==> src/rtl/hrc_pkg.sv <==
`default_nettype none
// ----------------------------------------------------------------------------
// hrc_pkg
// Shared types and constants of the HSV to RGB converter.
// ----------------------------------------------------------------------------
package hrc_pkg;

  localparam int unsigned CFG_IDX_W = 1;
  localparam int unsigned CFG_DATA_W = 8;

  localparam logic [CFG_IDX_W-1:0] CFG_SATURATION = 1'd0;
  localparam logic [CFG_IDX_W-1:0] CFG_BRIGHTNESS = 1'd1;

  localparam logic [7:0] SATURATION_RST = 8'd255;
  localparam logic [7:0] BRIGHTNESS_RST = 8'd255;

  // 60 degrees in hue units
  localparam logic [15:0] SECTOR_SPAN = 16'd7680;
  // floor(n * RECIP15 / 2^18) == floor(n / 15) for n < 3840
  localparam logic [14:0] RECIP15 = 15'd17477;
  // floor(p * RECIP255 / 2^23) == floor(p / 255) for p < 65536
  localparam logic [16:0] RECIP255 = 17'd32897;

  localparam logic [3:0] SEC_0 = 4'd0;
  localparam logic [3:0] SEC_1 = 4'd1;
  localparam logic [3:0] SEC_2 = 4'd2;
  localparam logic [3:0] SEC_3 = 4'd3;
  localparam logic [3:0] SEC_4 = 4'd4;
  localparam logic [3:0] SEC_MAX = 4'd8;

  typedef struct packed {
    logic [7:0] c;
    logic [7:0] m;
  } hrc_chroma_t;

endpackage
`default_nettype wire

==> src/rtl/hrc_chroma.sv <==
`default_nettype none
// ----------------------------------------------------------------------------
// hrc_chroma
// Chroma c = round(v*s/255) and offset m = v - c from the configuration,
// two register stages, updated every cycle.
// ----------------------------------------------------------------------------
module hrc_chroma (
  input  wire logic               clk,
  input  wire logic [7:0]         saturation,
  input  wire logic [7:0]         brightness,
  output hrc_pkg::hrc_chroma_t    chroma
);

  logic [15:0]          prod_r;
  logic [7:0]           bright_r;
  logic [31:0]          c_prod;
  logic [7:0]           c_nxt;
  hrc_pkg::hrc_chroma_t chroma_r;

  assign c_prod = 32'(prod_r) * 32'(hrc_pkg::RECIP255);
  assign c_nxt  = c_prod[30:23];

  always_ff @(posedge clk) begin
    prod_r     <= 16'(brightness) * 16'(saturation) + 16'd127;
    bright_r   <= brightness;
    chroma_r.c <= c_nxt;
    chroma_r.m <= bright_r - c_nxt;
  end

  assign chroma = chroma_r;

endmodule
`default_nettype wire

==> src/rtl/hsv_to_rgb_converter_unit.sv <==
`default_nettype none
// ----------------------------------------------------------------------------
// hsv_to_rgb_converter_unit
// Hue to RGB conversion at the configured saturation and brightness.
// ----------------------------------------------------------------------------
// Throughput: one beat per cycle while out_stall is low; five register stages with per-stage valid.
// Chroma follows a configuration write through the configuration register and the two hrc_chroma stages.
// Reset: saturation and brightness return to 255, all stage valids clear.
// ----------------------------------------------------------------------------
module hsv_to_rgb_converter_unit (
  input  wire logic                              clk,
  input  wire logic                              rst_n,
  input  wire logic                              cfg_wr_en,
  input  wire logic [hrc_pkg::CFG_IDX_W-1:0]     cfg_index,
  input  wire logic [hrc_pkg::CFG_DATA_W-1:0]    cfg_data,
  input  wire logic                              in_valid,
  output logic                                   in_stall,
  input  wire logic [15:0]                       in_hue,
  output logic                                   out_valid,
  input  wire logic                              out_stall,
  output logic [7:0]                             out_red,
  output logic [7:0]                             out_green,
  output logic [7:0]                             out_blue
);

  logic [7:0] saturation_r;
  logic [7:0] brightness_r;
  hrc_pkg::hrc_chroma_t chroma;

  logic [5:1] vld_r;
  logic [5:1] rdy;

  logic [15:0] hue1_r;
  logic [3:0]  sec1_r;
  logic [12:0] rem2_r;
  logic [3:0]  sec2_r;
  logic [7:0]  frac3_r;
  logic [3:0]  sec3_r;
  logic [16:0] xprod4_r;
  logic [3:0]  sec4_r;
  logic [7:0]  red_r;
  logic [7:0]  green_r;
  logic [7:0]  blue_r;

  logic [21:0] sec_prod;
  logic [3:0]  sec_nxt;
  logic [15:0] span_off;
  logic [15:0] rem_full;
  logic [26:0] frac_prod;
  logic [8:0]  frac_term;
  logic [7:0]  x_val;
  logic [7:0]  red_nxt;
  logic [7:0]  green_nxt;
  logic [7:0]  blue_nxt;

  // configuration
  always_ff @(posedge clk) begin
    if (!rst_n) begin
      saturation_r <= hrc_pkg::SATURATION_RST;
      brightness_r <= hrc_pkg::BRIGHTNESS_RST;
    end else if (cfg_wr_en) begin
      unique case (cfg_index)
        hrc_pkg::CFG_SATURATION: saturation_r <= cfg_data[7:0];
        hrc_pkg::CFG_BRIGHTNESS: brightness_r <= cfg_data[7:0];
        default: ;
      endcase
    end
  end

  hrc_chroma u_chroma (
    .clk        (clk),
    .saturation (saturation_r),
    .brightness (brightness_r),
    .chroma     (chroma)
  );

  // stage handshake: a stage loads when empty or when it drains this cycle
  assign rdy[5] = !vld_r[5] || !out_stall;
  assign rdy[4] = !vld_r[4] || rdy[5];
  assign rdy[3] = !vld_r[3] || rdy[4];
  assign rdy[2] = !vld_r[2] || rdy[3];
  assign rdy[1] = !vld_r[1] || rdy[2];

  assign in_stall = !rdy[1];

  always_ff @(posedge clk) begin
    if (!rst_n) begin
      vld_r <= '0;
    end else begin
      if (rdy[1]) vld_r[1] <= in_valid;
      if (rdy[2]) vld_r[2] <= vld_r[1];
      if (rdy[3]) vld_r[3] <= vld_r[2];
      if (rdy[4]) vld_r[4] <= vld_r[3];
      if (rdy[5]) vld_r[5] <= vld_r[4];
    end
  end

  // stage 1: sector = hue / 7680 = (hue >> 9) / 15
  assign sec_prod = 22'(in_hue[15:9]) * 22'(hrc_pkg::RECIP15);
  assign sec_nxt  = sec_prod[21:18];

  // stage 2: remainder within the sector
  assign span_off = 16'(sec1_r) * hrc_pkg::SECTOR_SPAN;
  assign rem_full = hue1_r - span_off;

  // stage 3: fraction = rem / 30 = (rem >> 1) / 15
  assign frac_prod = 27'(rem2_r[12:1]) * 27'(hrc_pkg::RECIP15);

  // stage 4: secondary product, rising or falling by sector parity
  assign frac_term = sec3_r[0] ? (9'd256 - {1'b0, frac3_r}) : {1'b0, frac3_r};

  // stage 5: placement and offset
  assign x_val = xprod4_r[15:8];

  always_comb begin
    unique case (sec4_r)
      hrc_pkg::SEC_0: begin
        red_nxt = chroma.c; green_nxt = x_val;    blue_nxt = 8'd0;
      end
      hrc_pkg::SEC_1: begin
        red_nxt = x_val;    green_nxt = chroma.c; blue_nxt = 8'd0;
      end
      hrc_pkg::SEC_2: begin
        red_nxt = 8'd0;     green_nxt = chroma.c; blue_nxt = x_val;
      end
      hrc_pkg::SEC_3: begin
        red_nxt = 8'd0;     green_nxt = x_val;    blue_nxt = chroma.c;
      end
      hrc_pkg::SEC_4: begin
        red_nxt = x_val;    green_nxt = 8'd0;     blue_nxt = chroma.c;
      end
      default: begin
        red_nxt = chroma.c; green_nxt = 8'd0;     blue_nxt = x_val;
      end
    endcase
  end

  always_ff @(posedge clk) begin
    if (rdy[1]) begin
      hue1_r <= in_hue;
      sec1_r <= sec_nxt;
    end
    if (rdy[2]) begin
      rem2_r <= rem_full[12:0];
      sec2_r <= sec1_r;
    end
    if (rdy[3]) begin
      frac3_r <= frac_prod[25:18];
      sec3_r  <= sec2_r;
    end
    if (rdy[4]) begin
      xprod4_r <= 17'(chroma.c) * 17'(frac_term) + 17'd128;
      sec4_r   <= sec3_r;
    end
    if (rdy[5]) begin
      red_r   <= red_nxt + chroma.m;
      green_r <= green_nxt + chroma.m;
      blue_r  <= blue_nxt + chroma.m;
    end
  end

  assign out_valid = vld_r[5];
  assign out_red   = red_r;
  assign out_green = green_r;
  assign out_blue  = blue_r;

`ifndef ASSERT_OFF
  a_stall_full: assert property (@(posedge clk) disable iff (!rst_n)
    in_stall |-> (&vld_r))
    else $error("input stalled while a stage is empty");

  a_sector_range: assert property (@(posedge clk) disable iff (!rst_n)
    vld_r[1] |-> (sec1_r <= hrc_pkg::SEC_MAX))
    else $error("sector out of range");

  a_rem_range: assert property (@(posedge clk) disable iff (!rst_n)
    vld_r[2] |-> (rem2_r < hrc_pkg::SECTOR_SPAN[12:0]))
    else $error("sector remainder out of range");

  a_stage_hold: assert property (@(posedge clk) disable iff (!rst_n)
    (vld_r[4] && !rdy[4]) |=> ($stable(xprod4_r) && $stable(sec4_r)))
    else $error("stalled stage changed");
`endif

endmodule
`default_nettype wire
==> config.mk <==
export PLATFORM = sky130hd
export DESIGN_NAME = hsv_to_rgb_converter_unit
export DESIGN_NICKNAME = d
export VERILOG_FILES = /design/src/rtl/hrc_pkg.sv /design/src/rtl/hrc_chroma.sv /design/src/rtl/hsv_to_rgb_converter_unit.sv
export SDC_FILE = /design/constraint.sdc
export NUM_CORES = 1
export LEC_CHECK = 0
export BUFFER_PORTS_ARGS = -buffer_cell sky130_fd_sc_hd__buf_2
export CAP_MARGIN = 20
export CORE_MARGIN = 2
export CORE_UTILIZATION = 38
export DETAILED_ROUTE_END_ITERATION = 12
export GPL_ROUTABILITY_DRIVEN = 0
export PLACE_DENSITY = 0.62
export SLEW_MARGIN = 20
export SYNTH_ARGS = -nofsm -noshare
export SYNTH_HDL_FRONTEND = slang
export SYNTH_SLANG_ARGS = --single-unit
==> constraint.sdc <==
create_clock -name clk -period 9 [get_ports clk]
set_input_delay 1.35 -clock clk [delete_from_list [all_inputs] [get_ports clk]]
set_output_delay 1.35 -clock clk [all_outputs]
set_load 0.005 [all_outputs]
==> results of run 1 <==
[kinds of logic after synthesis]
group / after synthesis / share of synthesized area [%]
AOI/OAI and AO/OA: 183 / 9.19
xor gates and xnor gates: 83 / 5.69
adders and majority gates: 352 / 39.1
buffers and inverters: 213 / 6.07
muxes: 3 / 0.226
DFF: 141 / 27.3
and+or+nand+nor: 338 / 12.4
[state kept, by name, summed over array words and instances, names as in the netlist]
| register | flops |
|---|---|
| xprod4_r | 8 |
| vld_r | 5 |
| sec3_r | 4 |
| out_green | 8 |
| rem2_r | 12 |
| u_chroma.chroma | 16 |
| hue1_r | 12 |
| sec2_r | 4 |
| out_red | 8 |
| sec1_r | 4 |
| brightness_r | 8 |
| saturation_r | 8 |
| u_chroma.bright_r | 8 |
| frac3_r | 8 |
| u_chroma.prod_r | 16 |
| out_blue | 8 |
| sec4_r | 4 |
[synth_stat cells (9+ instances only)]
cell,instances,share of area (%)
ha_1,246,23
a21o_1,25,1.4
o21bai_1,9,0.51
nand2b_1,12,0.57
o21ai_1,14,0.53
clkbuf_1,32,0.90
xnor2_1,56,3.7
nor2b_1,40,1.9
nor2_1,41,1.2
inv_1,177,5.0
o21ai_0,9,0.34
edfxtp_1,80,18
fa_1,106,16
dfxtp_1,61,9.2
nand3_1,23,0.87
xor2_1,24,1.6
a21oi_1,65,2.4
nand2_1,142,4.0
a22o_1,14,0.92
and2_1,45,2.1
[worst max path at each step]
stage | slack, ps | start | endpoint
6_report | 3190 | frac3_r[0]$_DFFE_PP_ | xprod4_r[15]$_DFFE_PP_
5_1_grt | 2840 | frac3_r[0]$_DFFE_PP_ | xprod4_r[15]$_DFFE_PP_
4_1_cts | 3170 | frac3_r[0]$_DFFE_PP_ | xprod4_r[15]$_DFFE_PP_
3_5_place_dp | 3190 | frac3_r[0]$_DFFE_PP_ | xprod4_r[15]$_DFFE_PP_
3_3_place_gp | 3270 | frac3_r[0]$_DFFE_PP_ | xprod4_r[15]$_DFFE_PP_
2_1_floorplan | 3670 | frac3_r[0]$_DFFE_PP_ | xprod4_r[15]$_DFFE_PP_
[placed cells by master, fill, tap and decap left out, types with 17 or more instances in the layout]
| cell | n |
|---|---|
| a21o_1 | 25 |
| a21oi_1 | 65 |
| and2_1 | 45 |
| buf_2 | 54 |
| clkbuf_16 | 17 |
| dfxtp_1 | 61 |
| edfxtp_1 | 80 |
| fa_1 | 106 |
| ha_1 | 246 |
| inv_1 | 177 |
| nand2_1 | 141 |
| nand3_1 | 23 |
| nor2_1 | 41 |
| nor2b_1 | 40 |
| xnor2_1 | 56 |
| xor2_1 | 24 |
[area by class of cell]
cell class	instances	area, um^2	share of cell area (%)
Tap cell	455	569	3.90
Sequential cell	141	3620	24.8
Multi-Input combinational cell	959	8860	60.7
Timing Repair Buffer	54	270	1.85
Clock buffer	17	425	2.92
Inverter	177	664	4.56
Antenna cell	1	2.50	0.0172
Clock inverter	15	171	1.18
[stage by stage]
stage	setup slack (ps)	instance area (um^2)
finish	3190	14600
global route	2840	14600
CTS	3170	14600
detailed placement	3190	14000
global placement	3270	14000
floorplan	3670	13300
[metal layers]
layer  GRT usage, %  vias up  wire, um
li1               -     4485         -
met1           19.8     4340     12000
met2           24.7      124     11700
met3           2.66       16       849
met4           3.88        0       275
met5              0        -         0
==> run_results.csv, run 1 <==
group,metric,value,unit
finish,n_fill_cell,3347,
setup_path,timing.rr.start,"frac3_r[0]$_DFFE_PP_",
grt,grt_usage,14.8,%
detailed_routing,ant_nets,0,
clock_tree,tritoncts,"yes",
placed_design,dp.cells,1786,
grt,overflow,0,
die,core,0.0345,mm^2
detailed_routing,drt-initial-drc-count,447,
timing,drv_slew,0,
setup_path,cp_cell_sequence,"or4_1, o21ai_1, xnor2_1, and2_1, fa_1, fa_1, fa_1, inv_1, fa_1, inv_1, ha_1, a21oi_1, nor2b_1, o21a_1, a211o_1, a21o_1, a21oi_2, xnor2_1",
finish,syn2layout_area_growth,9.78,%
detailed_routing,drt-pass1-iter-count,4,
clock_tree,postCtsHoldBufs,0,
setup_path,end_kind,"register",
detailed_routing,drt-vias-per-instance,4.93,
timing,fin_setup_tns,0,ps
synth,synthesis.area,0.0133,mm^2
clock_tree,cts_buffers,17,
synth,synth_edf_count,80,
die,initial_core_util,38.6,%
timing,fin_crit_sh,64.6,%
timing,hold_violations,0,
grt,grt_max_degree,25,
setup_path,path_common_cell,"fa_1",
setup_path,crit_fanout,10,
synth,seq_area_frac_synth,27.3,%
detailed_routing,vias,8965,
die,num_rows,68,
setup_path,crit_arrival,5980,ps
synth,async_reset_ff_share,0,%
clock_tree,cts.sinks,141,
synth,syn_area_per_cell,10.1,um^2
timing,whs,419,ps
run_status,status,"finished, final reports clean",
min_path,hp-start,"hue1_r[5]$_DFFE_PN_",
clock_tree,clock_path_buffers,2,
detailed_routing,wl_per_cell,13.6,um
detailed_routing,routed_wl,24800,um
timing,clock_skew,11.6,ps
finish,stdcell_count,1819,
setup_path,cp.depth,18,
synth,synth_ff_type,"edfxtp_1",
min_path,hold_class,"reg -> reg",
clock_tree,postCtsSetupBuffers,0,
timing,setup_violations,0,
setup_path,crit_buf_inv,2,
setup_path,cp.required,9170,ps
synth,synth-seq-cells,141,
setup_path,worst_setup_path_start_kind,"register",
detailed_routing,drc_errors,0,
timing,rsz0062_at_grt,"no",
finish,post-route-util,42.3,%
timing,fmax,172,MHz
die,die_h,191,um
setup_path,r2r_end,"xprod4_r[15]$_DFFE_PP_",
finish,finalNetCount,1732,
setup_path,r2r_cells,18,
die,die_x,191,um
timing,fin_crit,5810,ps
die,pin_count,56,
clock_tree,clk_pin_slew,60,ps
placed_design,dpl.hpwl,20100,um
flow_run,drv_cap,0,
min_path,whs_path_depth,0,
grt,grt_pass1_wl,43400,um
clock_tree,post_cts_resized,0,
clock_tree,htree_levels,4,
synth,syn_nets,1695,
timing,tightest_slew,767,ps
clock_tree,cts-root-buf,"clkbuf_16",
synth,synth_cells,1313,
setup_path,r2r_slack,3190,ps
placed_design,port_buffers,54,
grt,antenna_found_initial,1,
setup_path,cpMaxStageDelayCell,"or4_1",
synth,ys_warn_count,0,
timing,relSlewSlack,48.5,%
setup_path,crit_type,"reg -> reg",
synth,ys_types,61,
min_path,whs_endpoint,"rem2_r[5]$_DFFE_PP_",
setup_path,crit_family,"adder cells",
die,dieArea,0.0365,mm^2
finish,drive_above_1_share,6.97,%
setup_path,slowest_delay,560,ps
clock_tree,clk_latency,430,ps
grt,grt_pass1_vias,9101,
Power of run 1 is left out: the tool's default activity adds up to more than one toggle a clock period on the data nets, which glitch-free logic cannot reach.
==> run 2, diff against run 1 <==
clock period = 5.9 ns   (was 9 ns; I/O delays follow)
==> run_results.csv, run 2 (synthesis gave the netlist of run 1 again) <==
group,metric,value,unit
setup_path,path_common_cell,"fa_1",
timing,clock_skew,11.5,ps
finish,final_area,0.0146,mm^2
finish,syn2layout_area_growth,10.1,%
timing,whs,418,ps
clock_tree,cts_buffers,17,
detailed_routing,drt-vias-per-instance,4.91,
clock_tree,cts.sinks,141,
die,initial_core_util,38.6,%
clock_tree,postCtsSetupBuffers,0,
min_path,whs_endpoint,"rem2_r[2]$_DFFE_PP_",
setup_path,slowest_delay,600,ps
die,dieArea,0.0365,mm^2
detailed_routing,vias,8960,
timing,setup_violations,0,
detailed_routing,ant_nets,0,
die,pin_count,56,
timing,fmax,176,MHz
setup_path,r2r_slack,210,ps
setup_path,cpMaxStageDelayCell,"or4_1",
grt,grt_pass1_wl,43700,um
finish,drive_above_1_share,7.66,%
setup_path,r2r_cells,18,
timing,fin_setup_tns,0,ps
placed_design,dpl.hpwl,20200,um
detailed_routing,drt-pass1-iter-count,4,
timing,fin_crit,5690,ps
clock_tree,tritoncts,"yes",
timing,fin_crit_sh,96.4,%
min_path,hp-start,"hue1_r[2]$_DFFE_PN_",
setup_path,cp.required,6070,ps
clock_tree,post_cts_resized,0,
timing,relSlewSlack,48.4,%
die,num_rows,68,
timing,drv_slew,0,
placed_design,place_area,0.0140,mm^2
setup_path,crit_buf_inv,2,
clock_tree,clk_pin_slew,60,ps
finish,finalNetCount,1739,
clock_tree,cts-root-buf,"clkbuf_16",
clock_tree,clock_path_buffers,2,
detailed_routing,drt-initial-drc-count,468,
grt,grt_pass1_vias,9268,
setup_path,end_kind,"register",
setup_path,crit_fanout,8,
timing,rsz0062_at_grt,"no",
finish,final_cell_mix,"ha_1, inv_1, nand2_1",
setup_path,crit_arrival,5860,ps
setup_path,crit_family,"adder cells",
setup_path,timing.rr.start,"frac3_r[2]$_DFFE_PP_",
min_path,whs_path_depth,0,
grt,overflow,0,
setup_path,crit_type,"reg -> reg",
setup_path,worst_setup_path_start_kind,"register",
min_path,hold_class,"reg -> reg",
detailed_routing,drc_errors,0,
finish,final_common_cell,"ha_1",
clock_tree,htree_levels,4,
placed_design,port_buffers,54,
die,core,0.0345,mm^2
grt,antenna_found_initial,1,
die,die_h,191,um
finish,post-route-util,42.5,%
clock_tree,postCtsHoldBufs,0,
setup_path,cp_cell_sequence,"or4_1, o21ai_1, xnor2_1, and2_1, fa_1, fa_1, fa_1, inv_1, fa_1, inv_1, ha_1, a21oi_1, nor2b_1, o21a_1, a211o_1, a21o_1, a21oi_2, xnor2_1",
die,die_x,191,um
setup_path,r2r_end,"xprod4_r[15]$_DFFE_PP_",
clock_tree,clk_latency,430,ps
flow_run,drv_cap,0,
timing,hold_violations,0,
timing,tightest_slew,774,ps
run_status,status,"finished, final reports clean",
detailed_routing,wl_per_cell,13.8,um
grt,grt_max_degree,25,
grt,grt_usage,14.9,%
detailed_routing,routed_wl,25200,um
## run 2: cell types whose count changed in the layout (fill, tap and decap cells not counted), moves of 2 or more
cell	delta
buf_4	+6
clkinv_1	-4
inv_6	+4
clkinv_4	-3
clkinvlp_2	+2
## run 2: through the flow
step / setup slack (ps) / cells
finish: 214 / 1826
global route: 6.02 / 1825
CTS: 208 / 1824
detailed placement: 218 / 1792
global placement: 305 / 1792
floorplan: 572 / 1313
## run 2: how the worst max path moves through the flow
| stage | from | to | slack [ps] | cells after the start |
|---|---|---|---|---|
| 6_report | frac3_r[2]$_DFFE_PP_ | xprod4_r[15]$_DFFE_PP_ | 210 | 18 |
| 5_1_grt | frac3_r[2]$_DFFE_PP_ | xprod4_r[15]$_DFFE_PP_ | 6 | 18 |
| 4_1_cts | frac3_r[2]$_DFFE_PP_ | xprod4_r[15]$_DFFE_PP_ | 210 | 18 |
| 3_5_place_dp | frac3_r[2]$_DFFE_PP_ | xprod4_r[15]$_DFFE_PP_ | 220 | 18 |
| 3_3_place_gp | frac3_r[2]$_DFFE_PP_ | xprod4_r[15]$_DFFE_PP_ | 300 | 17 |
| 2_1_floorplan | frac3_r[0]$_DFFE_PP_ | xprod4_r[15]$_DFFE_PP_ | 570 | 19 |
## run 2: final cells by class
class                      instances  area, um^2
antenna                            1        2.50
fill                            3353       19800
clock inverter                    15         158
tap                              455         569
clock buffer                      17         425
multi-input combinational        959        8860
inverter                         177         664
sequential                       141        3620
timing repair buffer              61         330
## run 2: routing by layer
layer,track usage (%),part of all wire [%]
met4,4.05,1.1
met5,0,0
met1,19.8,48
met2,24.9,47
met3,2.50,3.3
Power of run 2 is left out for the same reason.
==> run 3, diff against run 2 <==
CORE_UTILIZATION = 55   (was 38)
PLACE_DENSITY = 0.8   (was 0.62)
==> run_results.csv, run 3 (synthesis gave the netlist of run 1 again) <==
group,metric,value,unit
setup_path,crit_type,"reg -> reg",
timing,tightest_slew,776,ps
clock_tree,cts_buffers,17,
grt,antenna_found_initial,1,
timing,drv_slew,0,
clock_tree,cts.sinks,141,
die,die_h,159,um
grt,grt_pass1_vias,9473,
die,dieArea,0.0254,mm^2
run_status,status,"finished, final reports clean",
timing,fin_crit,5630,ps
timing,rsz0062_at_grt,"no",
finish,final_area,0.0145,mm^2
setup_path,timing.rr.start,"frac3_r[2]$_DFFE_PP_",
die,die_x,159,um
setup_path,worst_setup_path_start_kind,"register",
clock_tree,tritoncts,"yes",
min_path,whs_endpoint,"sec3_r[1]$_DFFE_PP_",
placed_design,port_buffers,54,
clock_tree,htree_levels,4,
timing,relSlewSlack,48.2,%
finish,drive_above_1_share,7.74,%
detailed_routing,drt-vias-per-instance,5.44,
timing,hold_violations,0,
setup_path,crit_arrival,5790,ps
detailed_routing,ant_nets,0,
setup_path,r2r_cells,18,
detailed_routing,drt-pass1-iter-count,5,
detailed_routing,wl_per_cell,15.1,um
die,num_rows,56,
detailed_routing,drc_errors,0,
placed_design,dp.cells,1654,
clock_tree,clk_pin_slew,60,ps
timing,fin_setup_tns,0,ps
detailed_routing,routed_wl,25400,um
setup_path,path_common_cell,"fa_1",
min_path,hp-start,"sec2_r[1]$_DFFE_PP_",
die,pin_count,56,
finish,n_fill_cell,1912,
clock_tree,clk_latency,430,ps
min_path,hold_class,"reg -> reg",
placed_design,place_area,0.0138,mm^2
timing,setup_violations,0,
setup_path,crit_fanout,8,
grt,overflow,0,
setup_path,cp.required,6070,ps
min_path,whs_path_depth,0,
die,initial_core_util,56.3,%
setup_path,slowest_delay,610,ps
setup_path,r2r_end,"xprod4_r[15]$_DFFE_PP_",
grt,grt_max_degree,25,
grt,grt_pass1_wl,43600,um
timing,fin_crit_sh,95.3,%
flow_run,drv_cap,0,
finish,finalNetCount,1738,
timing,fmax,178,MHz
die,core,0.0236,mm^2
setup_path,end_kind,"register",
finish,final_cell_mix,"ha_1, inv_1, nand2_1",
detailed_routing,vias,9183,
setup_path,cpMaxStageDelayCell,"or4_1",
setup_path,r2r_slack,270,ps
grt,grt_usage,20.9,%
clock_tree,clock_path_buffers,2,
finish,stdcell_count,1689,
finish,final_common_cell,"ha_1",
placed_design,dpl.hpwl,19900,um
setup_path,cp_cell_sequence,"or4_1, o21ai_1, xnor2_2, and2_1, fa_1, fa_1, fa_1, inv_1, fa_1, inv_1, ha_1, a21oi_1, nor2b_1, o21a_1, a211o_1, a21o_1, a21oi_2, xnor2_1",
timing,clock_skew,15.5,ps
clock_tree,cts-root-buf,"clkbuf_16",
detailed_routing,drt-initial-drc-count,449,
finish,syn2layout_area_growth,8.97,%
run 3: cell types whose count changed in the layout (fill, tap and decap cells not counted), moves of 2 or more:
cell / change
inv_8: +3
clkinvlp_4: -2
clkinvlp_2: -2
clkinv_4: +4
clkinv_2: -2
run 3: timing repair:
action | CTS | global route
buffers inserted | 0 | 2
endpoints found under the setup margin | 0 | 2
hold buffers | 0 | 0
resized for setup | 0 | 2
run 3: cell type report:
type	instances	area, um^2	share of cell area, %
Sequential cell	141	3620	25.0
Inverter	177	664	4.59
Clock buffer	17	425	2.94
Multi-Input combinational cell	959	8880	61.3
Antenna cell	1	2.50	0.0173
Tap cell	319	399	2.76
Clock inverter	15	169	1.17
Timing Repair Buffer	60	315	2.18
run 3: worst max-delay path by stage:
stage | from | to | slack (ps) | depth (start not counted)
2_1_floorplan | frac3_r[0]$_DFFE_PP_ | xprod4_r[15]$_DFFE_PP_ | 570 | 19
3_3_place_gp | frac3_r[0]$_DFFE_PP_ | xprod4_r[15]$_DFFE_PP_ | 270 | 18
3_5_place_dp | frac3_r[0]$_DFFE_PP_ | xprod4_r[15]$_DFFE_PP_ | 170 | 17
4_1_cts | frac3_r[0]$_DFFE_PP_ | xprod4_r[15]$_DFFE_PP_ | 130 | 17
5_1_grt | frac3_r[2]$_DFFE_PP_ | xprod4_r[15]$_DFFE_PP_ | 20 | 17
6_report | frac3_r[2]$_DFFE_PP_ | xprod4_r[15]$_DFFE_PP_ | 270 | 18
run 3: layer usage:
metal,wire [um],track usage [%],vias up
met5,0,0,-
met4,529,7.23,0
met3,1110,4.30,47
met2,12600,35.7,214
met1,11200,26.4,4422
li1,-,-,4500
run 3: stage by stage:
step	hold WS, ps	utilization, %	setup WS [ps]
final	420	61.3	275
after floorplan	329	-	572
after detailed placement	405	58.6	173
after CTS	422	61.1	133
after global placement	401	58.6	272
after global routing	423	61.3	15.4
run 3: worst max-delay path: cells and delay by family, from the launching register on:
family / cells / cell delay (ps)
AO/OA/AOI/OAI: 6 / 1260
AND/OR/NAND/NOR: 3 / 890
XOR/XNOR: 2 / 300
flip-flops: 1 / 440
adder cells (fa/ha/maj): 5 / 2400
buffers and inverters: 2 / 100
Power of run 3 is left out for the same reason.
